===== src/rtl/first_fit_core_allocator_assert.svh =====
// Assertion macros used by the top level of the core allocator.
`ifndef FIRST_FIT_CORE_ALLOCATOR_ASSERT_SVH
`define FIRST_FIT_CORE_ALLOCATOR_ASSERT_SVH

// Same-cycle implication, disabled during reset
`define FFCA_CHK_IMP(label, clk, rst, ante, cons, msg) \
  label: assert property (@(posedge clk) disable iff (rst) (ante) |-> (cons)) \
    else $error(msg);

// Next-cycle implication, disabled during reset
`define FFCA_CHK_NXT(label, clk, rst, ante, cons, msg) \
  label: assert property (@(posedge clk) disable iff (rst) (ante) |=> (cons)) \
    else $error(msg);

`endif


===== src/rtl/ffca_pkg.sv =====
// Types, codes and constants of the first-fit core allocator.
`default_nettype none

package ffca_pkg;

  // Default size of the owner table
  localparam int DEF_CORES   = 64;
  // Most cores one allocate request may be granted
  localparam int MAX_RESULTS = 64;

  // Field widths
  localparam int JOB_W    = 8;
  localparam int CNT_W    = 7;
  localparam int CORE_W   = 6;
  localparam int STAT_W   = 2;
  localparam int CFG_W    = 7;
  localparam int CIDX_W   = 2;
  localparam int S_DATA_W = 16;
  localparam int M_DATA_W = 24;

  // Register reset values
  localparam logic [CFG_W-1:0] SERVERS_RST = 7'd16;
  localparam logic [CFG_W-1:0] CPS_RST     = 7'd4;

  // Register indexes
  localparam logic [CIDX_W-1:0] REG_SERVERS = 2'd0;
  localparam logic [CIDX_W-1:0] REG_CPS     = 2'd1;

  // Request kinds
  localparam logic ACT_ALLOC   = 1'b0;
  localparam logic ACT_RELEASE = 1'b1;

  // Result status codes
  typedef enum logic [STAT_W-1:0] {
    STAT_GRANT    = 2'd0,
    STAT_FAIL     = 2'd1,
    STAT_RELEASED = 2'd2
  } status_t;

  // One owner table entry
  typedef struct packed {
    logic             busy;
    logic [JOB_W-1:0] owner;
  } entry_t;

endpackage

`default_nettype wire


===== src/rtl/ffca_table.sv =====
// Owner table: one write port, one read port, registered read data.
`default_nettype none

module ffca_table #(
  parameter int CORES = ffca_pkg::DEF_CORES
) (
  input  wire                      clk,
  input  wire                      we,
  input  wire  [$clog2(CORES)-1:0] waddr,
  input  ffca_pkg::entry_t         wdata,
  input  wire  [$clog2(CORES)-1:0] raddr,
  output ffca_pkg::entry_t         rdata
);

  ffca_pkg::entry_t mem [CORES];

  // Write and read the entry array
  always_ff @(posedge clk) begin
    if (we) begin
      mem[waddr] <= wdata;
    end
    rdata <= mem[raddr];
  end

endmodule

`default_nettype wire


===== src/rtl/ffca_ctrl.sv =====
// Sequencer: clears, recounts, allocates and releases over the owner table.
`default_nettype none

module ffca_ctrl #(
  parameter int CORES = ffca_pkg::DEF_CORES
) (
  input  wire                               clk,
  input  wire                               rst,
  input  wire                               cfg_wr,
  input  wire  [$clog2(CORES):0]            act_n,
  input  wire                               s_tvalid,
  output logic                              s_tready,
  input  wire  [ffca_pkg::S_DATA_W-1:0]     s_tdata,
  input  wire                               s_tuser,
  output logic                              m_tvalid,
  input  wire                               m_tready,
  output logic [ffca_pkg::M_DATA_W-1:0]     m_tdata,
  output logic [ffca_pkg::STAT_W-1:0]       m_tuser,
  output logic                              m_tlast,
  output logic                              mem_we,
  output logic [$clog2(CORES)-1:0]          mem_waddr,
  output ffca_pkg::entry_t                  mem_wdata,
  output logic [$clog2(CORES)-1:0]          mem_raddr,
  input  ffca_pkg::entry_t                  mem_rdata
);

  localparam int AW     = $clog2(CORES);
  localparam int NW     = AW + 1;
  localparam int CNTW   = ffca_pkg::CNT_W;
  localparam int COREW  = ffca_pkg::CORE_W;
  localparam int JOBW   = ffca_pkg::JOB_W;
  localparam int CMPW   = (NW > CNTW) ? NW : CNTW;
  localparam int PADW   = ffca_pkg::M_DATA_W - COREW - 2 * CNTW;
  localparam logic [AW-1:0]   LAST_P  = AW'(CORES - 1);
  localparam logic [CNTW-1:0] MAX_REQ = CNTW'(ffca_pkg::MAX_RESULTS);

  typedef enum logic [2:0] {
    ST_CLEAR,
    ST_IDLE,
    ST_RECOUNT,
    ST_ALLOC,
    ST_RELEASE,
    ST_REPLY
  } state_t;

  state_t                state;
  logic [AW-1:0]         p;
  logic [JOBW-1:0]       job;
  logic [CNTW-1:0]       remain;
  logic [NW-1:0]         free_count;
  logic [NW-1:0]         free_after;
  logic [NW-1:0]         freed;
  logic                  pend;
  ffca_pkg::status_t     reply_status;
  ffca_pkg::status_t     out_status;
  logic [COREW-1:0]      out_core;
  logic [CNTW-1:0]       out_freed;
  logic [CNTW-1:0]       out_free;

  logic [JOBW-1:0]       in_job;
  logic [CNTW-1:0]       want;
  logic                  too_big;
  logic                  in_range;
  logic                  last_p;
  logic                  is_free;
  logic                  hit;
  logic                  out_space;
  logic                  grant;
  logic                  advance;
  logic                  scanning;
  logic                  load;

  // Decode the request word
  assign in_job = s_tdata[JOBW-1:0];
  assign want   = s_tdata[JOBW +: CNTW];
  assign too_big = (want == '0) || (CMPW'(want) > CMPW'(free_count)) || (want > MAX_REQ);

  // Judge the entry whose read data is at hand
  assign in_range  = ({1'b0, p} < act_n);
  assign last_p    = (p == LAST_P);
  assign is_free   = !mem_rdata.busy && in_range;
  assign hit       = mem_rdata.busy && (mem_rdata.owner == job);
  assign out_space = !m_tvalid || m_tready;
  assign grant     = (state == ST_ALLOC) && is_free && out_space;
  assign advance   = (state == ST_ALLOC) ? (!is_free || out_space) : 1'b1;
  assign scanning  = (state == ST_ALLOC) || (state == ST_RELEASE) || (state == ST_RECOUNT);
  assign load      = grant || ((state == ST_REPLY) && out_space);

  // Read the next entry, or re-read this one while the output stalls
  always_comb begin
    if (scanning) begin
      mem_raddr = advance ? (p + AW'(1)) : p;
    end else begin
      mem_raddr = '0;
    end
  end

  // Write back granted, released and cleared entries
  always_comb begin
    mem_waddr = p;
    mem_we    = 1'b0;
    mem_wdata = '0;
    case (state)
      ST_CLEAR: begin
        mem_we = 1'b1;
      end
      ST_ALLOC: begin
        mem_we          = grant;
        mem_wdata.busy  = 1'b1;
        mem_wdata.owner = job;
      end
      ST_RELEASE: begin
        mem_we          = hit;
        mem_wdata.owner = mem_rdata.owner;
      end
      default: begin
        mem_we = 1'b0;
      end
    endcase
  end

  assign s_tready = (state == ST_IDLE) && !pend;
  assign m_tuser  = out_status;
  assign m_tdata  = {{PADW{1'b0}}, out_free, out_freed, out_core};

  // Sequence the passes and hold the output word
  always_ff @(posedge clk) begin
    if (rst) begin
      state    <= ST_CLEAR;
      p        <= '0;
      pend     <= 1'b0;
      m_tvalid <= 1'b0;
    end else begin
      // Load a new result word or drop the one taken
      if (load) begin
        m_tvalid <= 1'b1;
      end else if (m_tready) begin
        m_tvalid <= 1'b0;
      end
      case (state)
        ST_CLEAR: begin
          p <= p + AW'(1);
          if (last_p) begin
            state <= ST_IDLE;
          end
        end
        ST_IDLE: begin
          p <= '0;
          if (pend) begin
            state      <= ST_RECOUNT;
            free_count <= '0;
          end else if (s_tvalid) begin
            job   <= in_job;
            freed <= '0;
            if (s_tuser == ffca_pkg::ACT_RELEASE) begin
              state <= ST_RELEASE;
            end else if (too_big) begin
              reply_status <= ffca_pkg::STAT_FAIL;
              state        <= ST_REPLY;
            end else begin
              remain     <= want;
              free_after <= free_count - NW'(want);
              state      <= ST_ALLOC;
            end
          end
        end
        ST_RECOUNT: begin
          if (cfg_wr) begin
            state <= ST_IDLE;
          end else begin
            if (is_free) begin
              free_count <= free_count + NW'(1);
            end
            p <= p + AW'(1);
            if (last_p) begin
              state <= ST_IDLE;
            end
          end
        end
        ST_ALLOC: begin
          if (advance) begin
            p <= p + AW'(1);
          end
          if (grant) begin
            out_status <= ffca_pkg::STAT_GRANT;
            out_core   <= COREW'(p);
            out_freed  <= '0;
            out_free   <= CNTW'(free_after);
            m_tlast    <= (remain == CNTW'(1));
            remain     <= remain - CNTW'(1);
            if (remain == CNTW'(1)) begin
              state      <= ST_IDLE;
              free_count <= free_after;
            end
          end
        end
        ST_RELEASE: begin
          p <= p + AW'(1);
          if (hit) begin
            freed <= freed + NW'(1);
            if (in_range) begin
              free_count <= free_count + NW'(1);
            end
          end
          if (last_p) begin
            reply_status <= ffca_pkg::STAT_RELEASED;
            state        <= ST_REPLY;
          end
        end
        ST_REPLY: begin
          if (out_space) begin
            out_status <= reply_status;
            out_core   <= '0;
            out_freed  <= CNTW'(freed);
            out_free   <= CNTW'(free_count);
            m_tlast    <= 1'b1;
            state      <= ST_IDLE;
          end
        end
        default: begin
          state <= ST_IDLE;
        end
      endcase
      // Ask for a fresh count after the clearing pass and after a register write
      if (cfg_wr || ((state == ST_CLEAR) && last_p)) begin
        pend <= 1'b1;
      end else if ((state == ST_IDLE) && pend) begin
        pend <= 1'b0;
      end
    end
  end

endmodule

`default_nettype wire


===== src/rtl/first_fit_core_allocator.sv =====
// Top level of the first-fit core allocator: registers, sequencer and owner table.
//
//  channel  direction  handshake            payload
//  s_*      in         s_tvalid / s_tready  request word: kind, job, core count
//  m_*      out        m_tvalid / m_tready  result word: core, counts, status, last
//  cfg_*    in         cfg_valid/cfg_ready  register index and value
//
// An allocate of N cores is accepted, then scans one entry per cycle up to the N-th
// free core (at most CORES entries), holding an entry while the output stalls; a refused
// allocate is accepted and then replies. A release is accepted, scans every entry and
// replies once the output has room. After reset a clearing pass, an idle state and a
// recount over the table run before the first request; a register write starts a recount.
// The result register lets a request be taken while the last result waits.
`default_nettype none

module first_fit_core_allocator #(
  parameter int CORES = ffca_pkg::DEF_CORES
) (
  input  wire                            clk,
  input  wire                            rst,
  // request: tdata = job_id[7:0], task_count[14:8]; tuser = action
  input  wire                            s_tvalid,
  output logic                           s_tready,
  input  wire  [ffca_pkg::S_DATA_W-1:0]  s_tdata,
  input  wire                            s_tuser,
  // result: tdata = core_index[5:0], freed_count[12:6], free_after[19:13]; tuser = status
  output logic                           m_tvalid,
  input  wire                            m_tready,
  output logic [ffca_pkg::M_DATA_W-1:0]  m_tdata,
  output logic [ffca_pkg::STAT_W-1:0]    m_tuser,
  output logic                           m_tlast,
  // register writes
  input  wire                            cfg_valid,
  output logic                           cfg_ready,
  input  wire  [ffca_pkg::CIDX_W-1:0]    cfg_index,
  input  wire  [ffca_pkg::CFG_W-1:0]     cfg_data
);

`include "first_fit_core_allocator_assert.svh"

  localparam int AW   = $clog2(CORES);
  localparam int NW   = AW + 1;
  localparam int PW   = 2 * ffca_pkg::CFG_W;

  logic [ffca_pkg::CFG_W-1:0] server_count;
  logic [ffca_pkg::CFG_W-1:0] cores_per_server;
  logic [PW-1:0]              prod;
  logic [NW-1:0]              act_n;
  logic                       cfg_wr;

  logic                       mem_we;
  logic [AW-1:0]              mem_waddr;
  logic [AW-1:0]              mem_raddr;
  ffca_pkg::entry_t           mem_wdata;
  ffca_pkg::entry_t           mem_rdata;

  // Take register writes at once
  assign cfg_ready = 1'b1;
  assign cfg_wr    = cfg_valid &&
                     ((cfg_index == ffca_pkg::REG_SERVERS) || (cfg_index == ffca_pkg::REG_CPS));

  always_ff @(posedge clk) begin
    if (rst) begin
      server_count     <= ffca_pkg::SERVERS_RST;
      cores_per_server <= ffca_pkg::CPS_RST;
    end else if (cfg_valid) begin
      if (cfg_index == ffca_pkg::REG_SERVERS) begin
        server_count <= cfg_data;
      end
      if (cfg_index == ffca_pkg::REG_CPS) begin
        cores_per_server <= cfg_data;
      end
    end
  end

  // Size of the active range, capped at the table size
  assign prod = PW'(server_count) * PW'(cores_per_server);

  always_ff @(posedge clk) begin
    act_n <= (prod > PW'(CORES)) ? NW'(CORES) : NW'(prod);
  end

  ffca_ctrl #(
    .CORES (CORES)
  ) u_ctrl (
    .clk       (clk),
    .rst       (rst),
    .cfg_wr    (cfg_wr),
    .act_n     (act_n),
    .s_tvalid  (s_tvalid),
    .s_tready  (s_tready),
    .s_tdata   (s_tdata),
    .s_tuser   (s_tuser),
    .m_tvalid  (m_tvalid),
    .m_tready  (m_tready),
    .m_tdata   (m_tdata),
    .m_tuser   (m_tuser),
    .m_tlast   (m_tlast),
    .mem_we    (mem_we),
    .mem_waddr (mem_waddr),
    .mem_wdata (mem_wdata),
    .mem_raddr (mem_raddr),
    .mem_rdata (mem_rdata)
  );

  ffca_table #(
    .CORES (CORES)
  ) u_table (
    .clk   (clk),
    .we    (mem_we),
    .waddr (mem_waddr),
    .wdata (mem_wdata),
    .raddr (mem_raddr),
    .rdata (mem_rdata)
  );

  // Checks on the sequencer
  `FFCA_CHK_IMP(a_idle_no_write, clk, rst, s_tready, !mem_we, "owner table written while idle")
  `FFCA_CHK_NXT(a_one_request, clk, rst, s_tvalid && s_tready, !s_tready, "second request taken")
  `FFCA_CHK_IMP(a_single_last, clk, rst, m_tvalid && (m_tuser != ffca_pkg::STAT_GRANT), m_tlast, "single result without last")

endmodule

`default_nettype wire

===== config.mk =====
export PLATFORM = sky130hd
export DESIGN_NAME = first_fit_core_allocator
export DESIGN_NICKNAME = d
export VERILOG_FILES = /design/src/rtl/ffca_pkg.sv /design/src/rtl/ffca_table.sv /design/src/rtl/ffca_ctrl.sv /design/src/rtl/first_fit_core_allocator.sv
export VERILOG_INCLUDE_DIRS = /design/src /design/src/rtl
export SDC_FILE = /design/constraint.sdc
export NUM_CORES = 1
export LEC_CHECK = 0
export BUFFER_PORTS_ARGS = -buffer_cell sky130_fd_sc_hd__buf_2
export CAP_MARGIN = 40
export CELL_PAD_IN_SITES_DETAIL_PLACEMENT = 0
export CELL_PAD_IN_SITES_GLOBAL_PLACEMENT = 1
export CORE_ASPECT_RATIO = 1.75
export CORE_MARGIN = 3
export CORE_UTILIZATION = 47
export DETAILED_ROUTE_END_ITERATION = 8
export GPL_TIMING_DRIVEN = 0
export PLACE_DENSITY_LB_ADDON = 0.1
export SLEW_MARGIN = 10
export SYNTH_ARGS = -nofsm -noshare
export SYNTH_HDL_FRONTEND = slang
export SYNTH_SLANG_ARGS = --single-unit

===== constraint.sdc =====
create_clock -name clk -period 3.99 [get_ports clk]
set_input_delay 0.399 -clock clk [delete_from_list [all_inputs] [get_ports clk]]
set_output_delay 0.399 -clock clk [all_outputs]
set_load 0.01 [all_outputs]

Word-level counts from Yosys, hierarchy flattened
Memory sizes are Yosys's and may differ from the RTL's. A register that Yosys moved wholly into a read port is not among the register bits.
Index checks and enable logic that the tools add are counted.
{"block": "totals", "regBits": 93, "latch_bits": 0, "ramBits": 576, "romBits": 0, "in_bits": 31, "output_inout_bits": 30, "wordCells": 165, "memories": 1}
{"name": "u_table.mem", "words": 64, "width": 9, "rd": 1, "rd_clocked_by_memory_dff": 1, "write_ports": 1, "line_no": "ffca_table.sv:15", "source": "ffca_pkg::entry_t mem [CORES];"}
{"block": "classes", "n_addsub": 5, "multipliers": 1, "n_div": 0, "n_lt_le_gt_ge": 4, "eq_ne": 24, "shift": 0, "muxes": 64, "n_bitwise": 4, "reduce_logical": 44}
{"cell": "$mux 7", "n": 19}
{"cell": "$pmux 7 s2", "n": 4}
{"cell": "$mux 3", "n": 10}
{"cell": "$mux 6", "n": 5}
{"cell": "$pmux 7 s4", "n": 1}
{"cell": "$pmux 6 s4", "n": 1}
{"cell": "$pmux 3 s6", "n": 1}
{"cell": "$ne 2x1->1 const B", "n": 8}
{"cell": "$pmux 8 s2", "n": 1}
{"cell": "$add 7x1->7 const B", "n": 2}
{"cell": "$gt 14x7->1 const B", "n": 1}
{"cell": "$mul 7x7->14", "n": 1}
{"cell": "$mux 2", "n": 7}
{"cell": "$reduce_and 7->1", "n": 2}
{"cell": "$ne 2x2->1 const B", "n": 6}
{"cell": "$pmux 6 s2", "n": 1}
{"cell": "$mux 1", "n": 10}
{"cell": "$reduce_and 5->1", "n": 2}
{"cell": "$reduce_bool 2->1", "n": 5}
{"cell": "$logic_and 1x1->1", "n": 9}
{"cell": "$logic_or 1x1->1", "n": 9}
{"cell": "$reduce_and 9->1", "n": 1}
{"cell": "$eq 8x8->1", "n": 1}
{"cell": "$pmux 2 s2", "n": 2}
{"cell": "other kinds (25)", "n": 37}

Logic depth before layout (Yosys ltp)
{"block": "depth", "depth_word": 8, "ltp_mapped": 20, "mapped_depth_nobuf": 19}

Cells and area by module
From an unflattened synthesis, not the netlist that was laid out.
{"block": "unflattened", "cells_unflattened": 1746, "area_unflattened_um2": 29173.0}
{"module": "ffca_table", "instances": 1, "cells_per_inst": 1071, "area_per_inst_um2": 22649.2, "seq_area_each_um2": 17476.8}
{"module": "ffca_ctrl", "instances": 1, "cells_per_inst": 417, "area_per_inst_um2": 4184.0, "seq_area_each_um2": 2052.0}
{"module": "first_fit_core_allocator", "instances": 1, "cells_per_inst": 258, "area_per_inst_um2": 2339.7, "seq_area_each_um2": 420.4}

Worst setup path before layout
Ideal clock, no wire load.
{"block": "synth_path", "kind": "reg2reg", "start": "register server_count[5] (netlist bit)", "end": "register act_n[0]", "setup_time_ns": 0.061, "arrival_ns": 4.213, "required_ns": 3.929, "setup_slack_ns": -0.284, "stages_incl_launch_ff": 17, "n_path_buf": 0, "synth_period_minus_slack_ns": 4.274, "path_cell_list": "dfxtp_1 and2_1 fa_1 inv_1 fa_1 fa_1 fa_1 inv_1 ha_1 inv_1 o21bai_1 a21oi_1 o21ai_0 mux2i_1 o211ai_1 a311oi_1 and3_1"}
{"block": "synth_via", "elab_chain_cells": 2}
{"item": "from (decl)", "line_no": "first_fit_core_allocator.sv:45", "source": "logic [ffca_pkg::CFG_W-1:0] server_count;"}
{"item": "from (signal assigned)", "line_no": "first_fit_core_allocator.sv:64", "source": "server_count <= ffca_pkg::SERVERS_RST;"}
{"item": "from (signal assigned)", "line_no": "first_fit_core_allocator.sv:68", "source": "server_count <= cfg_data;"}
{"item": "$mul 7x7->14", "line_no": "first_fit_core_allocator.sv:77", "source": "assign prod = PW'(server_count) * PW'(cores_per_server);"}
{"item": "$gt 14x7->1", "line_no": "first_fit_core_allocator.sv:80", "source": "act_n <= (prod > PW'(CORES)) ? NW'(CORES) : NW'(prod);"}
{"item": "to (signal assigned)", "line_no": "first_fit_core_allocator.sv:80"}
{"item": "to (decl)", "line_no": "first_fit_core_allocator.sv:48", "source": "logic [NW-1:0] act_n;"}
No other way between the ends.
A chain may end at the register's enable or synchronous reset.

Worst setup path after layout
Same ends and word-level chain as after synthesis.

==> impl_results.md <==
* Status: finished, violations left
* Failing checks: negative setup slack
* Routed Antenna Nets at 0
* First-pass GRT wire length at ~140000 µm
* Ys async rst share at 0%
* Critical path required time at roughly 4600 ps
* EDFF count, synth at 637
* Clock skew at between 20 and 25 ps
* Initial Utilization at 47.6%
* Hpwl dp at 68500 µm
* Num ports at a little over 60
* Setup ws final at -362 ps
* Most frequent cells in the layout: edfxtp_1 (637), nand2_1 (236), nor3_1 (209)
* Ys Warns at 0
* Port Buffers at 54
* CP Class: reg -> reg
* Final WL at 96000 µm
* Mapped Area at slightly below 30000 µm²
* Layout cells sized above 1 at about 17%
* CP endpoint: act_n[0]
* R2r setup slk at -360 ps
* DR pass1 iterations at 6
* Vias at 20700
* Slew HR at 38.7%
* Max Slew Vio Count at 0
* Fmax at 230 MHz
* RR Startpoint: server_count[5]
* Most common cell after layout, fill and taps aside: edfxtp_1
* Die area at approximately 67000 µm²
* Final Hold Viols at 0
* Critical Path Source: server_count[5]
* Worst-path clk slew at 70 ps
* Mapped Cells at 2373
* CP Launch Type: flop
* Worst hold path class: in -> reg
* Period utilization at 109%
* FF/Latch Area at around 20000 µm²
* Site Rows at around 120
* Fill count at 5307
* Maximum VDD drop at ~0.36 mV
* Vias in the first global route at 20900
* Post-synth cell types at 73
* R2R cell count at 17
* Core Footprint at 62500 µm²
* Crit path DAT at 4940 ps
* Routed WL per cell at 28.0 µm
* H-tree depth at 2
* Post-synthesis sequential area ratio at between 60% and 70%
* Antenna Cells at 0
* Multi-input gate area in the final layout at 9570 µm²
* GR Overflow Total at 0
* Register bit count reported by yosys at 678
* Nets at 2688
* Min Hold Slack at 58.0 ps
* Clk_lat worst skew at 650 ps
* Global placement routability congestion at 0.961
* CTS tree: built
* Worst reg2reg endpoint: act_n[0]
* Tmin final at 4350 ps
* Post-route DRC at 0
* Most used DFF post-synth: edfxtp_1
* Setup_tns at -2210 ps
* Power per cell area at roughly 560 nW/µm²
* Crit. End Element: flop
* Area grow syn2layout at 16.4%
* DR vias/cell at 6.02
* Worst Tran Pin Value at between 900 and 1000 ps
* P_leak at between 10 and 15 nW
* CP Max Fanout at 7
* Avg Inst Size Synth at approximately 13 µm²
* Final setup fails at 8
* RSZ-0062 raised after global routing: true
* GRT Util Overall at roughly 28%
* Final instance area at ~35000 µm²
* Die Wd at 196 µm
* Largest net degree at the start of global routing at 65
* Die height at 339 µm
* Total Power at 19.4 mW
* DP Area at 31800 µm²
* CTS sink cnt at 678
* Clock Path Buffers at 3
* Initial antenna violation count at 0
* Root Buffer: clkbuf_16
* Initial DRC count at 1800
* CTS buffer count at 60
* Max_cap viols at 0
* DP Worst Slack at -964 ps
## cells in the mapped netlist (12+ instances only)
master / n / area [µm²]
and2_1: 38 / 238
xnor2_1: 18 / 158
or4_1: 14 / 105
o21ai_0: 96 / 480
clkbuf_1: 72 / 270
fa_1: 25 / 500
nor3_1: 211 / 1060
buf_2: 40 / 200
a21oi_1: 98 / 490
a31oi_1: 18 / 113
a211oi_1: 14 / 105
nand2_1: 243 / 912
nor2_1: 241 / 905
nand3_1: 39 / 195
inv_1: 60 / 225
xor2_1: 18 / 158
nor4_1: 43 / 269
ha_1: 49 / 613
or3_1: 32 / 200
nand4_1: 13 / 81.3
edfxtp_1: 637 / 19100
and3_1: 22 / 138
o211ai_1: 40 / 300
o22ai_1: 12 / 75.1
mux2i_1: 72 / 721
dfxtp_1: 41 / 821
## where the power goes
| part | switching [mW] | internal (mW) |
|---|---|---|
| logic | 3.44 | 1.30 |
| registers | 0.146 | 8.37 |
| clock network | 2.69 | 3.44 |
## worst min path at each step
stage / startpoint / to / slack (ps) / cells past startpoint
after floorplan: cores_per_server[6] / cores_per_server[6] / 470 / 2
after global placement: cores_per_server[6] / cores_per_server[6] / 520 / 2
after detailed placement: cores_per_server[6] / cores_per_server[6] / 540 / 2
after CTS: s_tdata[14] / u_ctrl.remain[6] / 20 / 3
after global routing: s_tdata[14] / u_ctrl.remain[6] / 70 / 3
final: s_tdata[14] / u_ctrl.remain[6] / 60 / 3
## repair_timing
action / 4_1_cts / 5_1_grt
resized for setup: 111 / 52
setup endpoints to repair: 279 / 464
pin swaps: 19 / 12
setup buffers: 13 / 2
hold buffers: 15 / 0
hold endpoints to repair: 15 / 0
## cells by family (layout without fill, tap and decap cells)
logic type / count (synthesis) / after routing / synth area share [%]
simple gates: 944 / 944 / 15.0
flops: 678 / 678 / 67.0
compound gates: 367 / 367 / 7.76
buf+inv: 198 / 453 / 2.93
fa+ha+maj: 74 / 74 / 3.74
mux: 72 / 72 / 2.42
xor+xnor: 38 / 38 / 1.17
other cells: 2 / 5 / 0.0252
## worst max-delay path: stages, from the launching register on
cell and delay, ps:
dfxtp_4 370, and2_4 170, fa_1 520, inv_1 50
fa_1 470, fa_1 500, fa_1 520, inv_2 50
ha_4 240, inv_2 40, o21bai_1 80, a21oi_2 210
xor2_1 170, and4_1 210, o211ai_1 130, a311oi_4 230
buf_6 160, and3_4 170
## flip-flops by register name, summed over array words and instances (netlist names), 7 cells and up
name               cells
u_table.rdata          9
act_n                  7
u_ctrl.remain          7
cores_per_server       7
u_ctrl.free_after      7
u_table.mem          576
u_ctrl.out_freed       7
u_ctrl.freed           7
u_ctrl.out_free        7
u_ctrl.free_count      7
u_ctrl.job             8
server_count           7
## area by class of cell
type | instances | share of cell area [%]
sequential | 678 | 57.6
multi-input combinational | 1500 | 27.6
clock buffer | 63 | 4.42
timing repair buffer | 146 | 3.34
tap | 799 | 2.88
buffer | 136 | 1.97
clock inverter | 47 | 1.47
inverter | 61 | 0.660
## metrics by stage
stage,utilization [%],std cells
floorplan,-,2376
CTS,55.1,3428
global route,55.4,3430
global placement,49.7,3229
detailed placement,50.8,3290
finish,55.4,3430
## layer usage
layer / vias up / track usage [%] / routed length [µm]
met5: - / 0 / 0
met4: 0 / 20.7 / 8800
met3: 304 / 3.56 / 5450
met2: 919 / 50.3 / 49000
met1: 10200 / 30.9 / 32800
li1: 9208 / - / -
No activity file was read; power rests on OpenSTA's default activity.
